### src/hdl/pds_pkg.sv
// Package for the polynomial distribution sampler: payload structs, register indexes
// and the controller-to-datapath command and status types. No dependencies.
`default_nettype none
package pds_pkg;

    typedef struct packed {
        logic [31:0] select_random;
        logic [31:0] position_random;
    } pds_in_t;

    typedef struct packed {
        logic [31:0] sample_value;
        logic [1:0]  chosen_term;
        logic        limits_bad;
    } pds_out_t;

    localparam logic [2:0] REG_LOWER  = 3'd0;
    localparam logic [2:0] REG_UPPER  = 3'd1;
    localparam logic [2:0] REG_TERMS  = 3'd2;
    localparam logic [2:0] REG_CUM0   = 3'd3;
    localparam logic [2:0] REG_CUM1   = 3'd4;
    localparam logic [2:0] REG_CUM2   = 3'd5;

    // Operand selection for a power evaluation.
    typedef enum logic [1:0] {
        SRC_LOWER = 2'd0,
        SRC_UPPER = 2'd1,
        SRC_CAND  = 2'd2
    } pds_src_t;

    typedef struct packed {
        logic     load;      // latch input item, choose term
        logic     pow_init;  // start a power with chosen source
        pds_src_t pow_src;
        logic     pow_step;  // one half of a multiply step
        logic     save_lo;   // power result is lower^n
        logic     save_hi;   // power result is upper^n
        logic     mix_lo;    // diff * position, low half product
        logic     mix_hi;    // high half product and final argument
        logic     root_init; // clear root, set bit pointer to 31
        logic     root_cand; // form candidate for current bit
        logic     root_dec;  // compare candidate power, advance bit
        logic     finish;    // present result
    } pds_cmd_t;

    typedef struct packed {
        logic       pow_done;
        logic       root_last;
        logic       bad;
    } pds_stat_t;

endpackage
`default_nettype wire

### src/hdl/pds_ctrl.sv
// Controller state machine of the polynomial distribution sampler.
// Depends on pds_pkg for the command and status structs.
`default_nettype none
module pds_ctrl
    import pds_pkg::*;
(
    input  wire logic      clk,
    input  wire logic      rst_n,
    input  wire logic      start,
    output logic           busy,
    input  wire pds_stat_t stat,
    output pds_cmd_t       cmd
);

    typedef enum logic [3:0] {
        S_IDLE, S_LO_INIT, S_LO_RUN, S_HI_INIT, S_HI_RUN,
        S_MIX_LO, S_MIX_HI, S_ROOT_INIT, S_CAND, S_CAND_RUN, S_DONE
    } state_t;

    state_t state_reg, state_next;

    always_comb
    begin
        state_next = state_reg;
        cmd = '0;
        cmd.pow_src = SRC_LOWER;
        case (state_reg)
            S_IDLE:
            begin
                if (start)
                begin
                    // The item is latched at the edge that accepts it.
                    cmd.load = 1'b1;
                    state_next = S_LO_INIT;
                end
            end
            S_LO_INIT:
            begin
                if (stat.bad)
                begin
                    state_next = S_DONE;
                end
                else
                begin
                    cmd.pow_init = 1'b1;
                    cmd.pow_src = SRC_LOWER;
                    state_next = S_LO_RUN;
                end
            end
            S_LO_RUN:
            begin
                if (stat.pow_done)
                begin
                    cmd.save_lo = 1'b1;
                    state_next = S_HI_INIT;
                end
                else
                begin
                    cmd.pow_step = 1'b1;
                end
            end
            S_HI_INIT:
            begin
                cmd.pow_init = 1'b1;
                cmd.pow_src = SRC_UPPER;
                state_next = S_HI_RUN;
            end
            S_HI_RUN:
            begin
                if (stat.pow_done)
                begin
                    cmd.save_hi = 1'b1;
                    state_next = S_MIX_LO;
                end
                else
                begin
                    cmd.pow_step = 1'b1;
                end
            end
            S_MIX_LO:
            begin
                cmd.mix_lo = 1'b1;
                state_next = S_MIX_HI;
            end
            S_MIX_HI:
            begin
                cmd.mix_hi = 1'b1;
                state_next = S_ROOT_INIT;
            end
            S_ROOT_INIT:
            begin
                cmd.root_init = 1'b1;
                state_next = S_CAND;
            end
            S_CAND:
            begin
                cmd.root_cand = 1'b1;
                cmd.pow_init = 1'b1;
                cmd.pow_src = SRC_CAND;
                state_next = S_CAND_RUN;
            end
            S_CAND_RUN:
            begin
                if (stat.pow_done)
                begin
                    cmd.root_dec = 1'b1;
                    state_next = stat.root_last ? S_DONE : S_CAND;
                end
                else
                begin
                    cmd.pow_step = 1'b1;
                end
            end
            S_DONE:
            begin
                cmd.finish = 1'b1;
                state_next = S_IDLE;
            end
            default:
            begin
                state_next = S_IDLE;
            end
        endcase
    end

    always_ff @(posedge clk or negedge rst_n)
    begin
        if (!rst_n)
        begin
            state_reg <= S_IDLE;
        end
        else
        begin
            state_reg <= state_next;
        end
    end

    assign busy = (state_reg != S_IDLE);

endmodule
`default_nettype wire

### src/hdl/pds_datapath.sv
// Datapath of the polynomial distribution sampler: configuration registers, term choice,
// a shared 32x32 multiplier for powers and mixing, and the bitwise root. Uses pds_pkg.
`default_nettype none
module pds_datapath
    import pds_pkg::*;
#(
    parameter int MAX_TERMS     = 4,
    parameter int FRACTION_BITS = 28
)
(
    input  wire logic        clk,
    input  wire logic        rst_n,
    input  wire logic        cfg_we,
    input  wire logic [2:0]  cfg_index,
    input  wire logic [31:0] cfg_data,
    input  wire pds_in_t     item,
    input  wire pds_cmd_t    cmd,
    output pds_stat_t        stat,
    output logic             result_valid,
    output pds_out_t         result
);

    localparam logic [63:0] SAT = {64{1'b1}};
    localparam logic [2:0]  MAX_T = 3'(MAX_TERMS);

    logic [31:0] lower_reg, upper_reg, cum0_reg, cum1_reg, cum2_reg;
    logic [2:0]  terms_reg;

    always_ff @(posedge clk or negedge rst_n)
    begin
        if (!rst_n)
        begin
            lower_reg <= '0;
            upper_reg <= 32'(1) << FRACTION_BITS;
            terms_reg <= 3'd1;
            cum0_reg  <= '1;
            cum1_reg  <= '1;
            cum2_reg  <= '1;
        end
        else if (cfg_we)
        begin
            case (cfg_index)
                REG_LOWER: lower_reg <= cfg_data;
                REG_UPPER: upper_reg <= cfg_data;
                REG_TERMS: terms_reg <= cfg_data[2:0];
                REG_CUM0:  cum0_reg  <= cfg_data;
                REG_CUM1:  cum1_reg  <= cfg_data;
                REG_CUM2:  cum2_reg  <= cfg_data;
                default:   ;
            endcase
        end
    end

    // Term selection, done when the item is loaded.
    logic [2:0] terms_eff;
    logic [1:0] k_sel;
    always_comb
    begin
        terms_eff = terms_reg;
        if (terms_eff == 3'd0)
        begin
            terms_eff = 3'd1;
        end
        if (terms_eff > MAX_T)
        begin
            terms_eff = MAX_T;
        end
        k_sel = 2'(terms_eff - 3'd1);
        if (terms_eff > 3'd1 && item.select_random < cum0_reg)
        begin
            k_sel = 2'd0;
        end
        else if (terms_eff > 3'd2 && item.select_random < cum1_reg)
        begin
            k_sel = 2'd1;
        end
        else if (terms_eff > 3'd3 && item.select_random < cum2_reg)
        begin
            k_sel = 2'd2;
        end
    end

    logic [31:0] pos_reg;
    logic [1:0]  k_reg;
    logic        bad_reg;
    always_ff @(posedge clk)
    begin
        if (cmd.load)
        begin
            pos_reg <= item.position_random;
            k_reg   <= k_sel;
            bad_reg <= (lower_reg >= upper_reg);
        end
    end

    // Power unit: p = x; repeat n-1 times p = (p*x) >> FRACTION_BITS, saturating.
    // Each multiply step works in two halves: low half, then high half of p.
    logic [31:0] root_reg, cand_reg;
    logic [4:0]  bit_reg;
    logic [31:0] x_reg;
    logic [63:0] p_reg;
    logic [1:0]  cnt_reg;   // steps still to do
    logic        phase_reg;
    logic [63:0] plo_reg;   // low-half product

    logic [31:0] mul_a, mul_b;
    logic [63:0] prod;
    assign prod = 64'(mul_a) * 64'(mul_b);

    logic [63:0] diff_reg, lo_p_reg, arg_reg;

    always_comb
    begin
        mul_b = x_reg;
        mul_a = phase_reg ? p_reg[63:32] : p_reg[31:0];
        if (cmd.mix_lo || cmd.mix_hi)
        begin
            mul_b = pos_reg;
            mul_a = cmd.mix_hi ? diff_reg[63:32] : diff_reg[31:0];
        end
    end

    // Combine the halves: (hi<<32 + lo) >> s with saturation.
    function automatic logic [63:0] combine(input logic [63:0] hi, input logic [63:0] lo,
                                            input int s);
        logic [95:0] w;
        w = ({32'd0, hi} << 32) + {32'd0, lo};
        w = w >> s;
        if (w[95:64] != '0)
        begin
            return SAT;
        end
        return w[63:0];
    endfunction

    logic [31:0] src_x;
    always_comb
    begin
        case (cmd.pow_src)
            SRC_LOWER: src_x = lower_reg;
            SRC_UPPER: src_x = upper_reg;
            SRC_CAND:  src_x = root_reg | (32'd1 << bit_reg);
            default:   src_x = lower_reg;
        endcase
    end

    assign stat.pow_done  = (cnt_reg == 2'd0) || (p_reg == SAT);
    assign stat.root_last = (bit_reg == 5'd0);
    assign stat.bad       = bad_reg;

    logic [63:0] mix_sum;
    assign mix_sum = combine(prod, plo_reg, 32) + lo_p_reg;

    always_ff @(posedge clk or negedge rst_n)
    begin
        if (!rst_n)
        begin
            cnt_reg      <= '0;
            phase_reg    <= 1'b0;
            result_valid <= 1'b0;
        end
        else
        begin
            result_valid <= cmd.finish;
            if (cmd.pow_init)
            begin
                cnt_reg   <= k_reg;
                phase_reg <= 1'b0;
            end
            else if (cmd.pow_step)
            begin
                phase_reg <= ~phase_reg;
                if (phase_reg)
                begin
                    cnt_reg <= cnt_reg - 2'd1;
                end
            end
        end
    end

    always_ff @(posedge clk)
    begin
        if (cmd.pow_init)
        begin
            x_reg <= src_x;
            p_reg <= {32'd0, src_x};
        end
        else if (cmd.pow_step)
        begin
            if (!phase_reg)
            begin
                plo_reg <= prod;
            end
            else
            begin
                p_reg <= combine(prod, plo_reg, FRACTION_BITS);
            end
        end
        if (cmd.root_cand)
        begin
            cand_reg <= src_x;
        end
        if (cmd.save_lo)
        begin
            lo_p_reg <= p_reg;
        end
        if (cmd.save_hi)
        begin
            diff_reg <= (p_reg >= lo_p_reg) ? p_reg - lo_p_reg : 64'd0;
        end
        if (cmd.mix_lo)
        begin
            plo_reg <= prod;
        end
        if (cmd.mix_hi)
        begin
            arg_reg <= (mix_sum < lo_p_reg) ? SAT : mix_sum;
        end
        if (cmd.root_init)
        begin
            root_reg <= '0;
            bit_reg  <= 5'd31;
        end
        if (cmd.root_dec)
        begin
            if (p_reg <= arg_reg)
            begin
                root_reg <= cand_reg;
            end
            bit_reg <= bit_reg - 5'd1;
        end
        if (cmd.finish)
        begin
            result.sample_value <= bad_reg ? lower_reg : root_reg;
            result.chosen_term  <= k_reg;
            result.limits_bad   <= bad_reg;
        end
    end

endmodule
`default_nettype wire

### src/hdl/polynomial_distribution_sampler.sv
// Top level of the polynomial distribution sampler: joins the controller and datapath.
// Depends on pds_pkg, pds_ctrl and pds_datapath.
`default_nettype none
// The block draws one sample per transaction from a polynomial density of up to four
// terms. A transaction is accepted at a clock edge with start high and busy low, and the
// item is captured at that same edge; busy then stays high until the result has been
// shown. The result is on the result port for exactly one cycle with done high, and the
// receiver cannot stall it, so it must be taken at once. The duration of a transaction
// is set by the single 32x32 multiplier, which evaluates every power in steps of a low
// half and then a high half, and by the bitwise root, which tests one of the 32 result
// bits per power evaluation. A power that saturates stops early, so a transaction can be
// shorter. When the limits are bad, the controller goes from S_LO_INIT straight to S_DONE
// and no power is evaluated. Configuration is written through cfg_we, cfg_index and
// cfg_data; the user must write it only while the block is idle, as the block itself
// does not enforce this. There is no read-back.
module polynomial_distribution_sampler
    import pds_pkg::*;
#(
    parameter int MAX_TERMS     = 4,
    parameter int FRACTION_BITS = 28
)
(
    input  wire logic        clk,
    input  wire logic        rst_n,
    input  wire logic        cfg_we,
    input  wire logic [2:0]  cfg_index,
    input  wire logic [31:0] cfg_data,
    input  wire logic        start,
    output logic             busy,
    input  wire pds_in_t     item,
    output logic             done,
    output pds_out_t         result
);

    pds_cmd_t  cmd;
    pds_stat_t stat;
    logic      ctrl_busy;

    // The controller sequences the datapath through one transaction at a time.
    pds_ctrl u_ctrl (
        .clk   (clk),
        .rst_n (rst_n),
        .start (start),
        .busy  (ctrl_busy),
        .stat  (stat),
        .cmd   (cmd)
    );

    pds_datapath #(
        .MAX_TERMS     (MAX_TERMS),
        .FRACTION_BITS (FRACTION_BITS)
    ) u_dp (
        .clk          (clk),
        .rst_n        (rst_n),
        .cfg_we       (cfg_we),
        .cfg_index    (cfg_index),
        .cfg_data     (cfg_data),
        .item         (item),
        .cmd          (cmd),
        .stat         (stat),
        .result_valid (done),
        .result       (result)
    );

    // Busy is high in every controller state other than idle.
    assign busy = ctrl_busy;

endmodule
`default_nettype wire

### config.mk
export PLATFORM = sky130hd
export DESIGN_NAME = polynomial_distribution_sampler
export DESIGN_NICKNAME = d
export VERILOG_FILES = /design/src/hdl/pds_pkg.sv /design/src/hdl/pds_ctrl.sv /design/src/hdl/pds_datapath.sv /design/src/hdl/polynomial_distribution_sampler.sv
export SDC_FILE = /design/constraint.sdc
export NUM_CORES = 2
export LEC_CHECK = 0
export BUFFER_PORTS_ARGS = -buffer_cell sky130_fd_sc_hd__buf_4
export CAP_MARGIN = 20
export CORE_MARGIN = 3
export CORE_UTILIZATION = 46
export DETAILED_ROUTE_END_ITERATION = 10
export PLACE_DENSITY_LB_ADDON = 0.05
export SLEW_MARGIN = 20
export SYNTH_ARGS = -nofsm -noshare
export SYNTH_HDL_FRONTEND = slang
export SYNTH_SLANG_ARGS = --single-unit
### constraint.sdc
create_clock -name clk -period 15.04 [get_ports clk]
set_clock_uncertainty 0.2 [all_clocks]
set_input_delay 0.752 -clock clk [delete_from_list [all_inputs] [get_ports clk]]
set_output_delay 0.752 -clock clk [all_outputs]
set_load 0.01 [all_outputs]
==> flow_summary.yaml <==
run_status:
  status: "finished clean"
synthesis:
  synth-xor-area-share: 0.0267
  syn-num-nets: 9629
  synth_area_um2: 73900
  synthFlopType: "edfxtp_1"
  yosysWarnings: 0
  async_flop_share: 0.270
  synth-edff-count: 399
  synthCells: 7943
  syn_avg_cell_area_um2: 9.30
  synth_adder_area_share: 0.360
  synth_top_family_by_area: "adder cells"
  synthDistinctLibCells: 98
  muxShareOfSynthArea: 0.0386
  seq_area_frac_synth: 0.239
  synth_compound_area_frac: 0.118
  ys_seq_elements: 634
  yosys.area_share.simple: 0.134
timing:
  whs_ns: 0.0408
  finalSetupViolations: 0
  hold_viol: 0
  period_needed_ns: 14.72
  fin_setup_tns_ns: 0
  fmax_ghz: 0.0679
  timing.final.crit_share: 0.979
  max-slew-margin-rel: 0.145
  drv_slew: 0
  worstMarginPinSlew_ns: 1.27
global_route:
  track_usage: 0.340
  grtUsageMet2: 0.507
  gr-total-overflow: 0
  grtUsageMet3: 0.0896
  grt-busiest-layer: "met2"
  use_met1: 0.477
  antenna_found_initial: 15
  grt_pass1_wl_mm: 409
  grt_pass1_vias: 60100
  grt_max_degree: 68
floorplanning:
  num_rows: 146
  ioPinCount: 140
  core_um2: 159000
  die_width_um: 407
  dieArea_um2: 165000
  start_util: 0.465
  die_y_um: 407
routing:
  wl_per_cell_um: 27.1
  drc: 0
  drtIter0Drc: 6272
  routed_wl_mm: 281
  final_antenna_net_count: 0
  num_vias: 59900
  dr.pass1.iters: 8
  viasPerCell: 5.77
cells_and_area:
  final_nets: 9918
  layout-drive-gt1-share: 0.142
  fin_util: 0.524
  areaGrowthSynthToFinish_pct: 12.8
  fill_cells: 14700
  layout_commonest_cell: "inv_1"
  final_cell_mix: "inv_1 (1274), fa_1 (899), nand2_1 (875)"
clock_tree:
  clk_pin_slew_ns: 0.07
  clk_path_buf_depth: 3
  numCtsBuffers: 80
  cts_tree: "done"
  cts-root-buf: "clkbuf_16"
  cts_sinks: 634
  htree_levels: 3
  insertion_delay_ns: 0.73
placement:
  hpwl_mm: 229
  place.gp.congestion: 1.02
  port_buffers: 139
critical_path:
  arrival_ns: 15.07
  cp_slowest_cell: "fa_1"
  path_buf_inv: 10
  cp_max_fo: 17
  path_class: "reg -> reg"
  end_kind: "register"
  cp_common_cell: "fa_1"
  crit_path_start_kind: "register"
  path_delay_family: "adder cells"
  slowest_delay_ns: 0.61
  worstPathRequired_ns: 15.38
run:
  drv_cap: 0
worst_hold_path:
  min_path_type: "in -> reg"
[worst register-to-register path: cells and delay by family (launching register included)]
family	cells	cell delay (ns)
AO/OA/AOI/OAI	14	3.24
flip-flops	1	0.46
AND/OR/NAND/NOR	14	3.02
buffers and inverters	10	1.36
multiplexers	1	0.53
XOR/XNOR	2	0.42
adder cells (fa/ha/maj)	11	5.31
[worst paths after layout]
check	cells after the start	to	slack (ns)	start
setup / recovery	52	u_dp.arg_reg[42]	0.32	u_ctrl.state_reg[0]
hold / removal	1	u_dp.pos_reg[10]	0.04	item[10]
setup reg to reg	52	u_dp.arg_reg[42]	0.32	u_ctrl.state_reg[0]
hold reg to reg	2	u_dp.root_reg[9]	0.27	u_dp.root_reg[9]
max in group asynchronous	4	u_dp.lower_reg[5]	12.20	rst_n
min in group asynchronous	2	u_dp.result_valid	0.38	rst_n
[cells by family after synthesis]
family          after synthesis
simple gates               2256
buf+inv                    1627
fa+ha+maj                  1583
compound gates             1355
flops                       634
mux                         264
xor+xnor                    224
[Yosys cell counts, types with 9 or more instances]
cell       count  area (µm²)
xor2_1        79         692
o21bai_1      61         458
o31ai_1       13        97.6
xnor2_1      144        1260
o21a_1        61         458
a211o_1       12         105
fa_1         899       18000
edfxtp_1     399       12000
inv_1       1278        4800
nand2b_1     132         826
nor2_1       787        2950
a211oi_1      30         225
a2111oi_0      9        78.8
nor2b_1       74         463
dfxtp_1       64        1280
dfstp_2       98        2570
a221oi_1      39         342
a31oi_1       43         269
nor4_1        28         175
buf_1         16        60.1
or2_2         14        87.6
a31o_2        16         140
ha_1         684        8560
a21oi_1      358        1790
dfrtp_1       73        1830
or3_1         18         113
o21ai_1       26         130
o211ai_1      18         135
nand3_1       62         310
buf_2         15        75.1
nand2_1      879        3300
mux2_2       165        1860
clkbuf_1     309        1160
and3_1        34         213
nor3_1        67         335
and2_1        16         100
o21ai_0      329        1650
a21o_1       220        1650
a31oi_2       25         313
nand4_1      107         669
mux2i_1       99         991
[routing by layer]
metal,wire (µm),vias up
li1,-,26700
met1,120000,30100
met2,121000,2716
met3,28500,469
met4,11900,6
met5,126,-
[per-stage QoR]
stage | setup slack (ns) | cells | instance area, µm²
after floorplan | 0.338 | 7943 | 73900
after global placement | -0.211 | 10200 | 79400
after detailed placement | -0.306 | 10200 | 79400
after CTS | 0.0234 | 10300 | 82400
after global routing | -0.119 | 10400 | 83300
final | 0.316 | 10400 | 83300
[what timing repair did]
item,in CTS,in global routing
hold buffers,16,0
gates cloned,1,3
buffers inserted,2,27
gates resized for setup,21,138
hold endpoints to repair,16,0
pin swaps,2,31
setup endpoints to repair,64,64
[final cells by class]
cell class | count | area (µm²) | area share
diodes | 8 | 20.0 | 0.000240
clock buffers | 110 | 2180 | 0.0261
well taps | 2072 | 2590 | 0.0311
clock inverters | 40 | 546 | 0.00655
inverters | 1279 | 4800 | 0.0576
multi-input cells | 5683 | 50900 | 0.611
repair buffers | 554 | 4590 | 0.0551
flip-flops and latches | 634 | 17700 | 0.212
Power is left out: the tool's default activity adds up to more than one toggle a clock period on the data nets, which glitch-free logic cannot reach.
